$ cat config.mk
export PLATFORM = sky130hd
export DESIGN_NAME = temporal_history_frame_sequencer_unit
export DESIGN_NICKNAME = d
export VERILOG_FILES = /design/src/hdl/thfs_pkg.sv /design/src/hdl/temporal_history_frame_sequencer_unit.sv
export SDC_FILE = /design/constraint.sdc
export NUM_CORES = 1
export LEC_CHECK = 0
export BUFFER_PORTS_ARGS = -buffer_cell sky130_fd_sc_hd__buf_2
export CAP_MARGIN = 10
export CORE_MARGIN = 2
export CORE_UTILIZATION = 57
export CTS_CLUSTER_DIAMETER = 60
export DETAILED_ROUTE_END_ITERATION = 12
export PLACE_DENSITY = 0.86
export SLEW_MARGIN = 20
export SYNTH_ARGS = -nofsm -noshare
export SYNTH_HDL_FRONTEND = slang
export SYNTH_SLANG_ARGS = --single-unit
$ cat constraint.sdc
create_clock -name aclk -period 17.4 [get_ports aclk]
set_input_delay 0 -clock aclk [delete_from_list [all_inputs] [get_ports aclk]]
set_output_delay 0 -clock aclk [all_outputs]
set_load 0.1 [all_outputs]
$ cat src/hdl/thfs_pkg.sv
// ----------------------------------------------------------------------------
// thfs_pkg
// Shared types and constants for the temporal history frame sequencer:
// request codes, reset-mask bit positions, the result record and the
// Halton(2,3) jitter tables.
// ----------------------------------------------------------------------------
package thfs_pkg;

    // Request codes carried on req_type
    typedef enum logic [1:0] {
        REQ_BEGIN  = 2'd0,
        REQ_COMMIT = 2'd1,
        REQ_CANCEL = 2'd2
    } req_code_t;

    // Reset mask bit positions
    localparam int RST_DISABLED  = 0;
    localparam int RST_ACTIVATED = 1;
    localparam int RST_EXTENT    = 2;
    localparam int RST_VIEW      = 3;
    localparam int RST_TOPOLOGY  = 4;
    localparam int RST_GAP       = 5;
    localparam int RST_CUT       = 6;

    localparam int MASK_W  = 7;
    localparam int PHASE_W = 3;
    localparam int JIT_W   = 16;
    localparam int EXT_W   = 15;
    localparam int ID_W    = 32;

    // One result item
    typedef struct packed {
        logic                     accepted;
        logic                     plan_enabled;
        logic [MASK_W-1:0]        reset_mask;
        logic [ID_W-1:0]          generation;
        logic                     history_valid;
        logic                     history_read_index;
        logic                     history_write_index;
        logic [PHASE_W-1:0]       jitter_phase;
        logic signed [JIT_W-1:0]  jitter_x;
        logic signed [JIT_W-1:0]  jitter_y;
        logic signed [JIT_W-1:0]  prev_jitter_x;
        logic signed [JIT_W-1:0]  prev_jitter_y;
    } result_t;

    // Base-2 radical inverse of (phase + 1), Q0.16 rounded, less one half
    function automatic logic signed [JIT_W-1:0] halton2_q16(input logic [PHASE_W-1:0] ph);
        logic signed [JIT_W-1:0] v;
        begin
            case (ph)
                3'd0:    v = 16'sd0;
                3'd1:    v = -16'sd16384;
                3'd2:    v = 16'sd16384;
                3'd3:    v = -16'sd24576;
                3'd4:    v = 16'sd8192;
                3'd5:    v = -16'sd8192;
                3'd6:    v = 16'sd24576;
                default: v = -16'sd28672;
            endcase
            return v;
        end
    endfunction

    // Base-3 radical inverse of (phase + 1), Q0.16 rounded, less one half
    function automatic logic signed [JIT_W-1:0] halton3_q16(input logic [PHASE_W-1:0] ph);
        logic signed [JIT_W-1:0] v;
        begin
            case (ph)
                3'd0:    v = -16'sd10923;
                3'd1:    v = 16'sd10923;
                3'd2:    v = -16'sd25486;
                3'd3:    v = -16'sd3641;
                3'd4:    v = 16'sd18204;
                3'd5:    v = -16'sd18204;
                3'd6:    v = 16'sd3641;
                default: v = 16'sd25486;
            endcase
            return v;
        end
    endfunction

endpackage

$ cat src/hdl/temporal_history_frame_sequencer_unit.sv
// ----------------------------------------------------------------------------
// temporal_history_frame_sequencer_unit
// Temporal AA history controller: plans history resets, ping-pong buffers
// and Halton(2,3) jitter per frame, with begin / commit / cancel requests.
// ----------------------------------------------------------------------------
// Usage:
//   Input channel (s_valid/s_ready) carries one request item: begin, commit
//   or cancel, with frame id, extent, view and topology epoch. Output
//   channel (m_valid/m_ready) returns exactly one result item per request.
//   A begin plans a frame and holds it pending; a commit naming the same
//   frame makes it the committed state, a cancel drops it.
//   Path: a request is taken into the input register, then its result into
//   the result register, where the receiver takes it. Throughput: one item
//   per cycle while the receiver does not stall;
//   the plan is decided in one pass of logic between the two registers and
//   the frame state updates as the item enters the result register.
//   Reset (aresetn low, synchronous): no pending plan, history invalid,
//   generation and last committed frame zero, both channels empty.
//   Receiver stall: the result register holds its item; the input register
//   still takes one more item, then s_ready drops until m_ready returns.
//   UV jitter (pixel jitter over extent) is left to software.
// ----------------------------------------------------------------------------
module temporal_history_frame_sequencer_unit
    import thfs_pkg::*;
#(
    parameter int JITTER_PHASES = 8
) (
    input  logic                     aclk,
    input  logic                     aresetn,

    input  logic                     s_valid,
    output logic                     s_ready,
    input  logic [1:0]               s_req_type,
    input  logic [ID_W-1:0]          s_frame_id,
    input  logic                     s_enabled,
    input  logic                     s_camera_cut,
    input  logic [EXT_W-1:0]         s_width,
    input  logic [EXT_W-1:0]         s_height,
    input  logic [ID_W-1:0]          s_view_id,
    input  logic [ID_W-1:0]          s_topology_epoch,

    output logic                     m_valid,
    input  logic                     m_ready,
    output logic                     m_accepted,
    output logic                     m_plan_enabled,
    output logic [MASK_W-1:0]        m_reset_mask,
    output logic [ID_W-1:0]          m_generation,
    output logic                     m_history_valid,
    output logic                     m_history_read_index,
    output logic                     m_history_write_index,
    output logic [PHASE_W-1:0]       m_jitter_phase,
    output logic signed [JIT_W-1:0]  m_jitter_x,
    output logic signed [JIT_W-1:0]  m_jitter_y,
    output logic signed [JIT_W-1:0]  m_prev_jitter_x,
    output logic signed [JIT_W-1:0]  m_prev_jitter_y
);

    // Phase wrap point, compared on a 9-bit scale (up to 8 phases with a 3-bit phase)
    localparam logic [8:0] PH_WRAP = 9'(JITTER_PHASES);

    // Input register
    logic                 in_valid_reg;
    logic [1:0]           in_req_reg;
    logic [ID_W-1:0]      in_frame_reg;
    logic                 in_en_reg;
    logic                 in_cut_reg;
    logic [EXT_W-1:0]     in_w_reg;
    logic [EXT_W-1:0]     in_h_reg;
    logic [ID_W-1:0]      in_view_reg;
    logic [ID_W-1:0]      in_epoch_reg;

    // Result register
    logic                 out_valid_reg;
    result_t              out_reg;

    // Committed state
    logic                     active_reg;
    logic                     history_ok_reg;
    logic                     last_wbuf_reg;
    logic [PHASE_W-1:0]       next_phase_reg;
    logic signed [JIT_W-1:0]  saved_jx_reg;
    logic signed [JIT_W-1:0]  saved_jy_reg;
    logic [ID_W-1:0]          gen_count_reg;
    logic [ID_W-1:0]          last_commit_reg;
    logic [EXT_W-1:0]         com_w_reg;
    logic [EXT_W-1:0]         com_h_reg;
    logic [ID_W-1:0]          com_view_reg;
    logic [ID_W-1:0]          com_epoch_reg;

    // Pending plan
    logic                     pend_reg;
    logic [ID_W-1:0]          pend_frame_reg;
    logic                     pend_en_reg;
    logic [ID_W-1:0]          pend_gen_reg;
    logic                     pend_wbuf_reg;
    logic [PHASE_W-1:0]       pend_phase_reg;
    logic signed [JIT_W-1:0]  pend_jx_reg;
    logic signed [JIT_W-1:0]  pend_jy_reg;
    logic [EXT_W-1:0]         pend_w_reg;
    logic [EXT_W-1:0]         pend_h_reg;
    logic [ID_W-1:0]          pend_view_reg;
    logic [ID_W-1:0]          pend_epoch_reg;

    // Handshake: the input item moves on when the result register is empty or being read
    logic advance;
    assign advance = in_valid_reg && (!out_valid_reg || m_ready);
    assign s_ready = !in_valid_reg || advance;

    // Plan logic
    logic                 is_begin, is_commit, is_cancel;
    logic                 frame_match;
    logic                 begin_reject;
    logic [MASK_W-1:0]    mask;
    logic                 reset_hist;
    logic                 hv;
    logic [PHASE_W-1:0]   ph;
    logic                 begin_ok;
    logic                 commit_ok, cancel_ok;
    logic [3:0]           pend_phase_inc;
    logic [PHASE_W-1:0]   commit_next_phase;
    result_t              result_next;

    always_comb begin
        is_begin  = 1'b0;
        is_commit = 1'b0;
        is_cancel = 1'b0;
        unique case (in_req_reg)
            REQ_BEGIN:  is_begin  = 1'b1;
            REQ_COMMIT: is_commit = 1'b1;
            REQ_CANCEL: is_cancel = 1'b1;
            default: ;
        endcase

        frame_match = pend_reg && (pend_frame_reg == in_frame_reg);
        commit_ok   = is_commit && frame_match;
        cancel_ok   = is_cancel && frame_match;

        begin_reject = pend_reg || (in_frame_reg == '0) || (in_w_reg == '0) ||
                       (in_h_reg == '0) ||
                       ((last_commit_reg != '0) && (in_frame_reg <= last_commit_reg));

        // reset reasons
        mask = '0;
        if (!in_en_reg) begin
            mask[RST_DISABLED] = active_reg;
            reset_hist = active_reg;
        end else begin
            if (!active_reg) begin
                mask[RST_ACTIVATED] = 1'b1;
            end else begin
                mask[RST_EXTENT]   = (com_w_reg != in_w_reg) || (com_h_reg != in_h_reg);
                mask[RST_VIEW]     = (com_view_reg != in_view_reg);
                mask[RST_TOPOLOGY] = (com_epoch_reg != in_epoch_reg);
                mask[RST_GAP]      = (last_commit_reg != '0) &&
                                     (in_frame_reg != last_commit_reg + 32'd1);
            end
            mask[RST_CUT] = in_cut_reg;
            reset_hist = (mask != '0);
        end

        hv = in_en_reg && history_ok_reg && !reset_hist;
        ph = (in_en_reg && !reset_hist) ? next_phase_reg : '0;

        begin_ok = is_begin && !begin_reject &&
                   !((mask != '0) && (gen_count_reg == '1));

        // phase after commit: (phase + 1) wrapped, low bits kept
        pend_phase_inc = {1'b0, pend_phase_reg} + 4'd1;
        if ({5'd0, pend_phase_inc} == PH_WRAP) begin
            commit_next_phase = '0;
        end else begin
            commit_next_phase = pend_phase_inc[PHASE_W-1:0];
        end

        // result item, zero unless accepted
        result_next = '0;
        if (commit_ok || cancel_ok) begin
            result_next.accepted = 1'b1;
        end else if (begin_ok) begin
            result_next.accepted            = 1'b1;
            result_next.plan_enabled        = in_en_reg;
            result_next.reset_mask          = mask;
            result_next.generation          = gen_count_reg + {31'd0, reset_hist};
            result_next.history_valid       = hv;
            result_next.history_read_index  = hv & last_wbuf_reg;
            result_next.history_write_index = hv & ~last_wbuf_reg;
            result_next.jitter_phase        = ph;
            if (in_en_reg) begin
                result_next.jitter_x = halton2_q16(ph);
                result_next.jitter_y = halton3_q16(ph);
            end
            if (hv) begin
                result_next.prev_jitter_x = saved_jx_reg;
                result_next.prev_jitter_y = saved_jy_reg;
            end
        end
    end

    // Input register
    always_ff @(posedge aclk) begin
        if (!aresetn) begin
            in_valid_reg <= 1'b0;
        end else if (s_valid && s_ready) begin
            in_valid_reg <= 1'b1;
        end else if (advance) begin
            in_valid_reg <= 1'b0;
        end
        if (s_valid && s_ready) begin
            in_req_reg   <= s_req_type;
            in_frame_reg <= s_frame_id;
            in_en_reg    <= s_enabled;
            in_cut_reg   <= s_camera_cut;
            in_w_reg     <= s_width;
            in_h_reg     <= s_height;
            in_view_reg  <= s_view_id;
            in_epoch_reg <= s_topology_epoch;
        end
    end

    // Result register
    always_ff @(posedge aclk) begin
        if (!aresetn) begin
            out_valid_reg <= 1'b0;
        end else if (advance) begin
            out_valid_reg <= 1'b1;
        end else if (m_ready) begin
            out_valid_reg <= 1'b0;
        end
        if (advance) begin
            out_reg <= result_next;
        end
    end

    // Committed state and pending plan, updated as an item is decided
    always_ff @(posedge aclk) begin
        if (!aresetn) begin
            active_reg      <= 1'b0;
            history_ok_reg  <= 1'b0;
            last_wbuf_reg   <= 1'b0;
            next_phase_reg  <= '0;
            saved_jx_reg    <= '0;
            saved_jy_reg    <= '0;
            gen_count_reg   <= '0;
            last_commit_reg <= '0;
            com_w_reg       <= '0;
            com_h_reg       <= '0;
            com_view_reg    <= '0;
            com_epoch_reg   <= '0;
            pend_reg        <= 1'b0;
        end else if (advance) begin
            if (commit_ok) begin
                gen_count_reg   <= pend_gen_reg;
                last_commit_reg <= in_frame_reg;
                com_w_reg       <= pend_w_reg;
                com_h_reg       <= pend_h_reg;
                com_view_reg    <= pend_view_reg;
                com_epoch_reg   <= pend_epoch_reg;
                active_reg      <= pend_en_reg;
                history_ok_reg  <= pend_en_reg;
                if (pend_en_reg) begin
                    last_wbuf_reg  <= pend_wbuf_reg;
                    next_phase_reg <= commit_next_phase;
                    saved_jx_reg   <= pend_jx_reg;
                    saved_jy_reg   <= pend_jy_reg;
                end else begin
                    last_wbuf_reg  <= 1'b0;
                    next_phase_reg <= '0;
                    saved_jx_reg   <= '0;
                    saved_jy_reg   <= '0;
                end
            end
            if (commit_ok || cancel_ok) begin
                pend_reg <= 1'b0;
            end else if (begin_ok) begin
                pend_reg <= 1'b1;
            end
        end
    end

    // Pending plan payload; only read while a plan is pending
    always_ff @(posedge aclk) begin
        if (advance && begin_ok) begin
            pend_frame_reg <= in_frame_reg;
            pend_en_reg    <= in_en_reg;
            pend_gen_reg   <= result_next.generation;
            pend_wbuf_reg  <= result_next.history_write_index;
            pend_phase_reg <= ph;
            pend_jx_reg    <= result_next.jitter_x;
            pend_jy_reg    <= result_next.jitter_y;
            pend_w_reg     <= in_w_reg;
            pend_h_reg     <= in_h_reg;
            pend_view_reg  <= in_view_reg;
            pend_epoch_reg <= in_epoch_reg;
        end
    end

    // Output ports
    assign m_valid               = out_valid_reg;
    assign m_accepted            = out_reg.accepted;
    assign m_plan_enabled        = out_reg.plan_enabled;
    assign m_reset_mask          = out_reg.reset_mask;
    assign m_generation          = out_reg.generation;
    assign m_history_valid       = out_reg.history_valid;
    assign m_history_read_index  = out_reg.history_read_index;
    assign m_history_write_index = out_reg.history_write_index;
    assign m_jitter_phase        = out_reg.jitter_phase;
    assign m_jitter_x            = out_reg.jitter_x;
    assign m_jitter_y            = out_reg.jitter_y;
    assign m_prev_jitter_x       = out_reg.prev_jitter_x;
    assign m_prev_jitter_y       = out_reg.prev_jitter_y;

endmodule

-- After elaboration in Yosys (flattened, before gate mapping)
Index checks and enable logic that the tools add are counted.
- bits in latches: 0
- logic and storage cells: 140
- memories kept: 0
- bits in registers: 634
- input port bits: 134
- memory bits (read-only): 0
- RAM bits: 0
- bitwise logic cells: 5
- multiply operators: 0
- muxes and demuxes: 28
- shifts and indexed selects: 0
- equality and inequality tests: 16
- add/sub/neg operators: 3
- order comparisons: 1
- reduce and logical (&&, ||, !) cells: 42
- div/mod/pow operators: 0
- operators with widths (cell ; count):
    16-bit one-hot mux with 7 select lines ; 2
    111-bit 2-to-1 mux ; 1
    102-bit 2-to-1 mux ; 1
    32-bit != test ; 3
    32-bit 2-to-1 mux ; 2
    32-bit by 1-bit adder with 32-bit output ; 1
    32-bit by 1-bit adder with 32-bit output, second input constant ; 1
    32-bit == test ; 1
    32-bit == test, second input constant ; 1
    32-bit less-or-equal comparator ; 1
    32-bit zero test ; 1
    16-bit 2-to-1 mux ; 2
    32-bit nonzero test ; 1
    15-bit zero test ; 2
    15-bit != test ; 2
    1-bit logical AND ; 14
    1-bit 2-to-1 mux ; 14
    3-bit == test, second input constant ; 3
    3-bit 2-to-1 mux ; 3
    1-bit logical OR ; 8
    4-bit 2-to-1 mux ; 2
    7-bit nonzero test ; 1
    3-bit by 2-bit == test with 1-bit output, second input constant ; 2
    6-bit 2-to-1 mux ; 1
    other kinds (15) ; 25

-- Depth between registers and ports, before layout
Gate-level depths: netlist of run 1.
- depth in word-level cells: 15
- mapped depth: 20
- depth with buffers taken out: 18

-- Least setup slack after synthesis of run 1
Ideal clock, no wire load.
- path kind: register to register
- start point: register last_commit_reg[3]
- end point: register pend_en_reg, enable pin
- period minus slack after synthesis: 10804 ps
- data required time: 16690 ps
- buffers on the path: 3
- arrival time: 10094 ps
- stages on the path, launching flop included: 13
- path slack: 6596 ps
- path through: dfxtp_1 -> buf_2 -> nand4_2 -> or4_1 -> buf_2 -> nor3_1 -> mux2_2 -> a2111oi_0 -> o2111a_2 -> a21o_4 -> a31oi_4 -> buf_2 -> nor2_1
- cells in the longest elaborated chain, start to end: 11
- ends and longest elaborated chain (what ; line ; source):
    from (decl) ; temporal_history_frame_sequencer_unit.sv:84 ; logic [ID_W-1:0] last_commit_reg;
    from (signal assigned) ; temporal_history_frame_sequencer_unit.sv:253 ; last_commit_reg <= in_frame_reg;
    32-bit by 1-bit adder with 32-bit output ; temporal_history_frame_sequencer_unit.sv:155 ; (in_frame_reg != last_commit_reg + 32'd1);
    32-bit != test ; temporal_history_frame_sequencer_unit.sv:155 ;
    1-bit logical AND ; temporal_history_frame_sequencer_unit.sv:154 ; mask[RST_GAP] = (last_commit_reg != '0) &&
    4-bit 2-to-1 mux ; temporal_history_frame_sequencer_unit.sv:148 ; if (!active_reg) begin
    4-bit 2-to-1 mux ; temporal_history_frame_sequencer_unit.sv:144 ; if (!in_en_reg) begin
    6-bit 2-to-1 mux ; temporal_history_frame_sequencer_unit.sv:144 ;
    7-bit nonzero test ; temporal_history_frame_sequencer_unit.sv:165 ; !((mask != '0) && (gen_count_reg == '1));
    1-bit logical AND ; temporal_history_frame_sequencer_unit.sv:165 ;
    1-bit zero test ; temporal_history_frame_sequencer_unit.sv:165 ;
    1-bit logical AND (*) ; temporal_history_frame_sequencer_unit.sv:164 ; begin_ok = is_begin && !begin_reject &&
    1-bit logical AND (*) ; temporal_history_frame_sequencer_unit.sv:282 ; if (advance && begin_ok) begin
    to (signal assigned) ; temporal_history_frame_sequencer_unit.sv:284 ; pend_en_reg <= in_en_reg;
    to (decl) ; temporal_history_frame_sequencer_unit.sv:93 ; logic pend_en_reg;
Every way passes the cells marked *; elsewhere a longest branch is shown, timed or not. The select of a mux whose other input is x is not followed.
A chain may end at the register's enable or synchronous reset.

==> results of run 1 <==
-- how the worst max path moves through the flow --
| stage | from | to | slack, ps | depth (start not counted) |
|---|---|---|---|---|
| floorplan | last_commit_reg[3] | pend_en_reg | 6600 | 12 |
| global placement | last_commit_reg[0] | m_generation[30] | 12280 | 17 |
| detailed placement | last_commit_reg[0] | m_generation[30] | 12160 | 17 |
| CTS | last_commit_reg[0] | m_generation[30] | 12100 | 17 |
| global route | last_commit_reg[0] | pend_gen_reg[30] | 11630 | 17 |
| finish | last_commit_reg[0] | m_generation[30] | 12070 | 17 |
-- layout by cell type (no fill, tap or decap), types with 5 or more instances in the layout --
cell	synthesis	final
clkbuf_1	58	17
inv_1	60	59
buf_2	30	221
nor2b_1	5	5
nand3_1	41	41
edfxtp_1	373	373
nor2_1	77	76
o21ai_0	15	15
nand2_1	379	379
xnor2_1	59	59
buf_4	44	10
a211oi_1	7	7
and3_1	10	10
nand4_1	38	38
xor2_1	138	138
and4_1	11	11
or3_1	5	5
nor4_1	60	59
clkbuf_16	0	58
clkbuf_8	0	7
a21oi_1	17	17
clkinv_2	0	9
a21boi_0	131	131
a21boi_1	43	43
conb_1	1	24
ha_1	45	45
a21o_1	9	9
dlygate4sd3_1	0	136
or4_1	7	7
dfxtp_1	177	177
nor3_1	35	35
-- through the flow --
step / hold WS, ps / total power [uW] / worst slack, ps / std cells / utilization (%)
2_1_floorplan: 98.87 / 1629 / 6596 / 1982 / -
3_3_place_gp: 176.2 / 1668 / 12280 / 2611 / 60.52
3_5_place_dp: 178.1 / 1672 / 12160 / 2611 / 60.52
4_1_cts: 69.80 / 2886 / 12100 / 2853 / 68.47
5_1_grt: 88.73 / 2958 / 11630 / 2853 / 68.49
6_report: 102.5 / 2878 / 12070 / 2853 / 68.49
-- critical path: cells and delay by family (launching register included) --
| kind | cells | cell delay (ps) |
|---|---|---|
| xor gates and xnor gates | 1 | 140 |
| AOI/OAI and AO/OA | 2 | 660 |
| adders and majority gates | 3 | 730 |
| DFF | 1 | 450 |
| and+or+nand+nor | 11 | 3040 |
-- logic make-up (layout without fill, tap and decap cells) --
kind of cell	Yosys count	in the layout
compound gates	260	260
xor+xnor	197	197
flops	550	550
simple gates	708	708
buf+inv	195	534
fa+ha+maj	45	45
other cells	1	24
mux	3	3
-- area by class of cell --
cell class / instances / area (sq um) / share of cell area [%]
Sequential cell: 550 / 14740 / 53.08
Inverter: 60 / 225.2 / 0.8108
Multi-Input combinational cell: 1237 / 7727 / 27.82
Tap cell: 532 / 665.6 / 2.396
Timing Repair Buffer: 368 / 2554 / 9.194
Clock buffer: 82 / 1612 / 5.802
Clock inverter: 24 / 249.0 / 0.8964
-- where the power goes --
group	leakage, uW	internal (uW)	total [uW]	switching, uW
combinational	0.00392	62.0	212	150
sequential	0.00496	1430	1460	29.3
clock	0.000910	704	1210	502
total	0.00979	2200	2880	681
-- per-layer routing --
| metal | global-route usage [%] | up-vias | part of all wire [%] |
|---|---|---|---|
| met4 | 8.189 | 0 | 2.7 |
| met1 | 33.77 | 7787 | 40 |
| met2 | 44.45 | 671 | 50 |
| met5 | 0 | - | 0 |
| met3 | 4.699 | 111 | 7.5 |
| li1 | - | 7478 | - |
==> flow_summary.toml, run 1 <==
[status]
outcome = "finished, final reports clean"

[cts]
cts_hold_buf = 136
clock-sinks = 550
cts_buffer_depth = 3
cts_tree = "done"
htreeDepth = 2
ctsResizeCount = 0
ctsRootBufferMaster = "clkbuf_16"
cts_setup_buffers = 0
cts_buffers = 56
clkSlewWorstSetupHoldPaths_ps = 60
clk-insertion-delay-late_ps = 610

[min_path]
hold_end = "in_epoch_reg[20]"
worstHoldPathCells = 2
holdCritStartpoint = "s_topology_epoch[20]"
hold_path.class = "primary input to flop"

[finish]
drive_above_1_share_pct = 15.04
areaGrowthSynthToFinish_pct = 19.17
fin_area_sq_mm = 0.02778
antenna_cells = 0
fillers = 2789
finish.net_count = 2452

[setup_path]
critPathArrivalTime_ps = 5650
end_kind = "flop"
timing.rr.end = "m_generation[30]"
path_cells = "ha_1 > nand3_1 > nor4_2 > and4_1 > nor4b_1 > or3_1 > o2111a_2 > a32o_1 > nor2_1 > ha_1 > ha_1 > nand2_1 > nor4_1 > nand2_1 > nor2_1 > xnor2_1 > nor2_1"
r2r-start = "last_commit_reg[0]"
r2r_slack_ps = 12070
crit_type = "flop to flop"
required_ps = 17710
crit_path_start_kind = "flop"
path_max_fanout = 10
critPathSlowestCell = "nor4_1"
r2r_cells = 17
critPathMaxStageDelay_ps = 690

[synth]
synth_area_leaders = "edfxtp_1 48%, dfxtp_1 15%, nand2_1 6.1%"
synth_top_family_by_area = "simple AND/OR/NAND/NOR gates"
yosysUniqueCellTypes = 73
ys_warn_count = 0
synth_area_sq_mm = 0.02331
ys_top_cells_by_count = "379 x nand2_1, 373 x edfxtp_1, 177 x dfxtp_1, 138 x xor2_1, 131 x a21boi_0"
yosys.area_share.simple_pct = 14.39
synth_compound_area_share_pct = 8.310
yosys_most_used_dff = "edfxtp_1"
yosys.area_share.xor_xnor_pct = 7.402
ys_seq_area_share_pct = 63.26
async_flop_share_pct = 0
syn_avg_cell_area_sq_um = 11.90
yosys.area.top_type_share_pct = 48.05
yosys.area_share.adder_pct = 2.416
syn_inst = 1959
ys_ff_latch = 550
synth_area_leader_cell = "edfxtp_1"
synth_edf_count = 373
synthMuxAreaShare_pct = 0.1342
yosys.cell_count.top_type = "nand2_1"

[global_route]
antenna_found_initial = 0
grt_start_max_net_pins = 119
grt_pass1_wl_um = 86020
grt_usage_pct = 26.01
overflow = 0
grt_pass1_vias = 16070

[power]
p_per_area_mw_per_mm2 = 103.6
peakVddDrop_v = 0.00009545
leakage_uw = 0.009786

[timing]
slew_violations = 0
period_share_pct = 30.65
fin_setup_tns_ps = 0
tightest_slew_ps = 1093
setup_violations = 0
fmaxAchievable_mhz = 187.5
fin_skew_ps = 19.14
hold_violations = 0
period_needed_ps = 5332
rsz0062_at_grt = "no"
relSlewSlack_pct = 27.12

[drt]
wl_per_cell_um = 19.35
ant_nets = 0
num_vias = 16047
drtIter0Drc = 1562
wl_um = 55200
viasPerCell = 5.625
drc = 0
drtPass1Iterations = 6

[place]
io_buffers = 222
place_congestion = 0.8839
dp.final_hpwl_um = 33350
placed_cell_area_sq_mm = 0.02454

[floorplan]
ios = 247
die_area_sq_mm = 0.04253
rows = 74
start_util_pct = 57.48
die_w_um = 206.2
die_h_um = 206.2
core-area_sq_mm = 0.04055

[run]
max_cap_violations = 0
Note: power is estimated with default switching activity, not from simulation.
==> run 2: changes to the inputs <==
Clock period 17.4 ns to 5.4 ns, I/O delays scaled along.
==> run 2 against run 1 <==
Effect of this change:
- via count rose by 1.1%
- final cell count rose by 0.14%
- worst hold slack got worse by 14 ps
- clock skew rose by 10 ps
- routed wire length rose by 2.4%
- final area rose by 1.3%
- total power rose to 3.4 times the previous value
- combinational power rose to 3.2 times the previous value
- highest routed layer unchanged
==> flow_summary.toml, run 2 (synthesis results as in run 1) <==
[cts]
clkSlewWorstSetupHoldPaths_ps = 70
cts_setup_buffers = 0
htreeDepth = 2
cts_buffers = 56
clk-insertion-delay-late_ps = 620
clock-sinks = 550
cts_tree = "done"
cts_buffer_depth = 3
ctsRootBufferMaster = "clkbuf_16"

[setup_path]
r2r_cells = 16
crit_path_start_kind = "flop"
cp-endpoint = "pend_gen_reg[30]"
critPathArrivalTime_ps = 5220
path_max_fanout = 11
timing.critical_path.mode_cell = "nor2_1"
r2r-start = "last_commit_reg[2]"
end_kind = "flop"
r2r_slack_ps = 500
setup.worst_path.start = "last_commit_reg[2]"
path_cells = "nand4_4 > or4_4 > nor2_2 > nor4b_1 > or3_1 > o2111a_2 > a32o_1 > nor2_1 > ha_1 > ha_1 > nand2_1 > nor4_1 > nand2_1 > nor2_1 > xnor2_1 > nor2_1"
critPathSlowestCell = "nor4_1"
critPathMaxStageDelay_ps = 770
crit_type = "flop to flop"
required_ps = 5720
timing.rr.end = "pend_gen_reg[30]"

[power]
p_sw_share_pct = 23.68
p_int_uw = 7359
p_per_area_mw_per_mm2 = 342.7
p_comb_share_pct = 7.1
p_seq_share_pct = 48.8
peakVddDrop_v = 0.0003026
switching_power_uw = 2284
leakage_uw = 0.009951
clkPwrFrac_pct = 44.1

[place]
io_buffers = 222
placed_cell_area_sq_mm = 0.02472
place_congestion = 0.9109
dp.final_hpwl_um = 32890

[timing]
period_share_pct = 90.80
tightest_slew_ps = 1191
setup_violations = 0
fin_skew_ps = 29.38
slew_violations = 0
period_needed_ps = 4903
fin_setup_tns_ps = 0
fmaxAchievable_mhz = 204.0
rsz0062_at_grt = "no"
hold_violations = 0
relSlewSlack_pct = 20.57

[drt]
drtIter0Drc = 1345
num_vias = 16230
viasPerCell = 5.681
wl_um = 56520
ant_nets = 0
drc = 0
drtPass1Iterations = 7
wl_per_cell_um = 19.78

[global_route]
grt_pass1_vias = 16209
overflow = 0
antenna_found_initial = 1
grt_pass1_wl_um = 87510
grt_usage_pct = 26.52
grt_start_max_net_pins = 175

[finish]
final_common_cell = "nand2_1"
finish.net_count = 2455
final_cell_mix = "379 x nand2_1, 373 x edfxtp_1, 221 x buf_2, 171 x dfxtp_1, 138 x xor2_1"
drive_above_1_share_pct = 16.23
utilization_pct = 69.38
fillers = 2632
fin_area_sq_mm = 0.02814
areaGrowthSynthToFinish_pct = 20.71

[floorplan]
core-area_sq_mm = 0.04055
ios = 247
die_w_um = 206.2
die_area_sq_mm = 0.04253
die_h_um = 206.2
start_util_pct = 57.48
rows = 74

[min_path]
hold_path.class = "primary input to flop"
worstHoldPathCells = 2

[run]
max_cap_violations = 0

[status]
outcome = "finished, final reports clean"
==> run 2: cell count changes in the layout (fill, tap and decap cells not counted), sizes merged <==
cell	before	now
inv	64	66
bufinv	4	9
clkbuf	82	72
buf	232	235
clkinvlp	2	4
diode	0	2
==> run 2: through the flow <==
stage	hold slack, ps	total power, uW	setup WS, ps	instances
finish	88.31	9643	497.0	2857
global route	80.83	9899	148.9	2856
CTS	59.52	9651	565.7	2855
detailed placement	178.1	5389	639.2	2614
global placement	176.4	5377	755.0	2614
floorplan	98.87	5246	-194.4	1982
==> run 2: repair_timing <==
| item | CTS | global route |
|---|---|---|
| hold buffers | 136 | 0 |
| resized for setup | 0 | 0 |
| endpoints found under the hold margin | 195 | 0 |
==> run 2: area by class of cell <==
cell class / count / area, sq um / share of cell area, %
inverter: 60 / 225.2 / 0.8005
sequential: 550 / 14750 / 52.43
antenna: 2 / 5.005 / 0.01779
tap: 532 / 665.6 / 2.366
timing repair buffer: 371 / 2648 / 9.410
multi-input combinational: 1237 / 7794 / 27.70
clock inverter: 33 / 442.9 / 1.574
clock buffer: 72 / 1604 / 5.701
==> run 2: power by group through the flow <==
stage          Combinational (uW)  Sequential [uW]  Clock [uW]
2_1_floorplan                 324             4920           0
3_3_place_gp                  592             4790           0
3_5_place_dp                  598             4790           0
4_1_cts                       676             4700        4270
5_1_grt                       723             4710        4460
6_report                      686             4700        4250
==> run 2: layer usage <==
metal  part of all wire [%]  GRT usage [%]
met3                    6.7          4.084
met5                      0              0
met2                     50          45.11
met4                    3.4          10.66
met1                     40          34.12
==> run 2: worst min path at each step <==
stage	start	end
after floorplan	s_camera_cut	in_cut_reg
after global placement	s_view_id[30]	in_view_reg[30]
after detailed placement	s_view_id[8]	in_view_reg[8]
after CTS	s_view_id[26]	in_view_reg[26]
after global routing	s_view_id[26]	in_view_reg[26]
final	s_view_id[26]	in_view_reg[26]
==> run 2: critical path, delay by kind of cell, from the launching register on <==
family                     cells  cell delay (ps)
and+or+nand+nor               11             2890
adders and majority gates      2              430
xor gates and xnor gates       1              140
DFF                            1              580
AOI/OAI and AO/OA              2              550
==> run 3: changes to the inputs <==
Settings changed: BUFFER_PORTS_ARGS -buffer_cell sky130_fd_sc_hd__buf_2 to -buffer_cell sky130_fd_sc_hd__buf_4, CORE_MARGIN 2 to unset, CTS_CLUSTER_DIAMETER 60 to 200.
==> run 3 against run 2 <==
Effect of this change:
- clock skew up 3.2 ps
- worst hold slack worse by 69 ps
- combinational power up 6.4%
- via count down 0.43%
- sequential share of layout area down 0.68 points
- highest routed layer unchanged
==> flow_summary.toml, run 3 (synthesis results as in run 1) <==
[status]
outcome = "finished, final reports clean"

[setup_path]
path_max_fanout = 11
end_kind = "flop"
crit_path_start_kind = "flop"
critPathArrivalTime_ps = 5140
setup.worst_path.start = "last_commit_reg[2]"
r2r-start = "last_commit_reg[2]"
crit_type = "flop to flop"
required_ps = 5740

[drt]
num_vias = 16161
ant_nets = 0
wl_per_cell_um = 19.88
drtIter0Drc = 1365
drc = 0
viasPerCell = 5.671
drtPass1Iterations = 5
wl_um = 56650

[global_route]
antenna_found_initial = 1
grt_start_max_net_pins = 96
overflow = 0
grt_pass1_wl_um = 88980
grt_usage_pct = 27.46
grt_pass1_vias = 16197

[finish]
finish.net_count = 2455
fillers = 2587
final_cell_mix = "379 x nand2_1, 373 x edfxtp_1, 234 x buf_4, 171 x dfxtp_1, 138 x xor2_1"
areaGrowthSynthToFinish_pct = 22.30
layout.cells.non_filler = 2850
final_common_cell = "nand2_1"
drive_above_1_share_pct = 16.01

[timing]
fin_setup_tns_ps = 0
rsz0062_at_grt = "no"
slew_violations = 0
fmaxAchievable_mhz = 208.3
relSlewSlack_pct = 30.66
tightest_slew_ps = 1040
worst_slack_ps = 600.0
fin_skew_ps = 32.60
setup_violations = 0
hold_violations = 0
period_share_pct = 88.89
period_needed_ps = 4800

[floorplan]
start_util_pct = 58.26
die_area_sq_mm = 0.04171
die_h_um = 204.2
die_w_um = 204.2
core-area_sq_mm = 0.04001
ios = 247
rows = 73

[power]
peakVddDrop_v = 0.0003150
p_sw_share_pct = 23.80
p_per_area_mw_per_mm2 = 329.7
switching_power_uw = 2237
p_int_uw = 7163
leakage_uw = 0.01006
p_seq_share_pct = 50.1
clkPwrFrac_pct = 42.2
p_comb_share_pct = 7.8

[cts]
clkSlewWorstSetupHoldPaths_ps = 60
cts_tree = "done"
cts_buffers = 56
ctsRootBufferMaster = "clkbuf_16"
ctsResizeCount = 0
clk-insertion-delay-late_ps = 620
clock-sinks = 550
htreeDepth = 2
cts_buffer_depth = 3

[min_path]
holdCritStartpoint = "aresetn"
hold_path.class = "primary input to flop"

[place]
dp.final_hpwl_um = 33590
pre_cts_ws_ps = 646.9
placed_cells = 2610
io_buffers = 222
place_congestion = 0.9129

[run]
max_cap_violations = 0
==> run 3: changes by cell type in the layout (fill, tap and decap cells not counted), moves of 3 or more <==
cell,previous run,this run
dlygate4sd3_1,136,133
inv_8,3,0
bufinv_16,9,4
buf_2,221,0
clkbuf_1,4,14
buf_4,8,234
==> run 3: final timing paths <==
check	slack (ps)	depth (start not counted)	end
min	20	2	com_epoch_reg[19]
min reg2reg	470	2	com_epoch_reg[15]
max	600	16	m_generation[30]
max reg2reg	600	16	m_generation[30]
==> run 3: critical path, stage by stage, from the launching register on <==
cell and delay [ps]:
dfxtp_1 580, nand4_4 190, or4_4 630, nor2_2 170, nor4b_1 70, or3_1 390, o2111a_2 300, a32o_1 260
nor2_1 110, ha_1 200, ha_1 240, nand2_1 100, nor4_1 720, nand2_1 190, nor2_1 160, xnor2_1 130
nor2_1 60
==> run 3: power groups by stage <==
stage	Sequential, uW	Combinational (uW)	Clock, uW
after floorplan	4920	324	0
after global placement	4790	634	0
after detailed placement	4790	639	0
after CTS	4700	719	4000
after global routing	4710	763	4190
final	4710	730	3960
==> run 3: cell type report <==
| class | count | area [sq um] | area share (%) |
|---|---|---|---|
| inverter | 60 | 226.5 | 0.7944 |
| multi-input combinational | 1237 | 7794 | 27.34 |
| clock buffer | 83 | 1644 | 5.767 |
| timing repair buffer | 371 | 3168 | 11.11 |
| clock inverter | 23 | 264.0 | 0.9261 |
| tap | 525 | 656.9 | 2.304 |
| antenna | 1 | 2.502 | 0.008778 |
| sequential | 550 | 14750 | 51.75 |
==> run 3: routing by layer <==
metal / vias to the layer above / share of wire (%) / global-route usage, %
li1: 7500 / - / -
met1: 7883 / 41 / 36.30
met2: 670 / 50 / 46.54
met3: 108 / 6.6 / 3.795
met4: 0 / 2.5 / 9.382
met5: - / 0 / 0
==> run 3: metrics by stage <==
stage | util, % | instance area, sq um | hold slack [ps] | total power, uW
floorplan | - | 23530 | 98.87 | 5246
global placement | 63.15 | 25270 | 177.9 | 5422
detailed placement | 63.15 | 25270 | 179.3 | 5432
CTS | 71.25 | 28500 | 21.16 | 9421
global route | 71.26 | 28510 | 56.02 | 9665
finish | 71.26 | 28510 | 18.91 | 9400
==> run 3: repair_timing <==
item | 4_1_cts | 5_1_grt
buffers inserted | 0 | 0
endpoints found under the hold margin | 132 | 0
hold buffers | 133 | 0
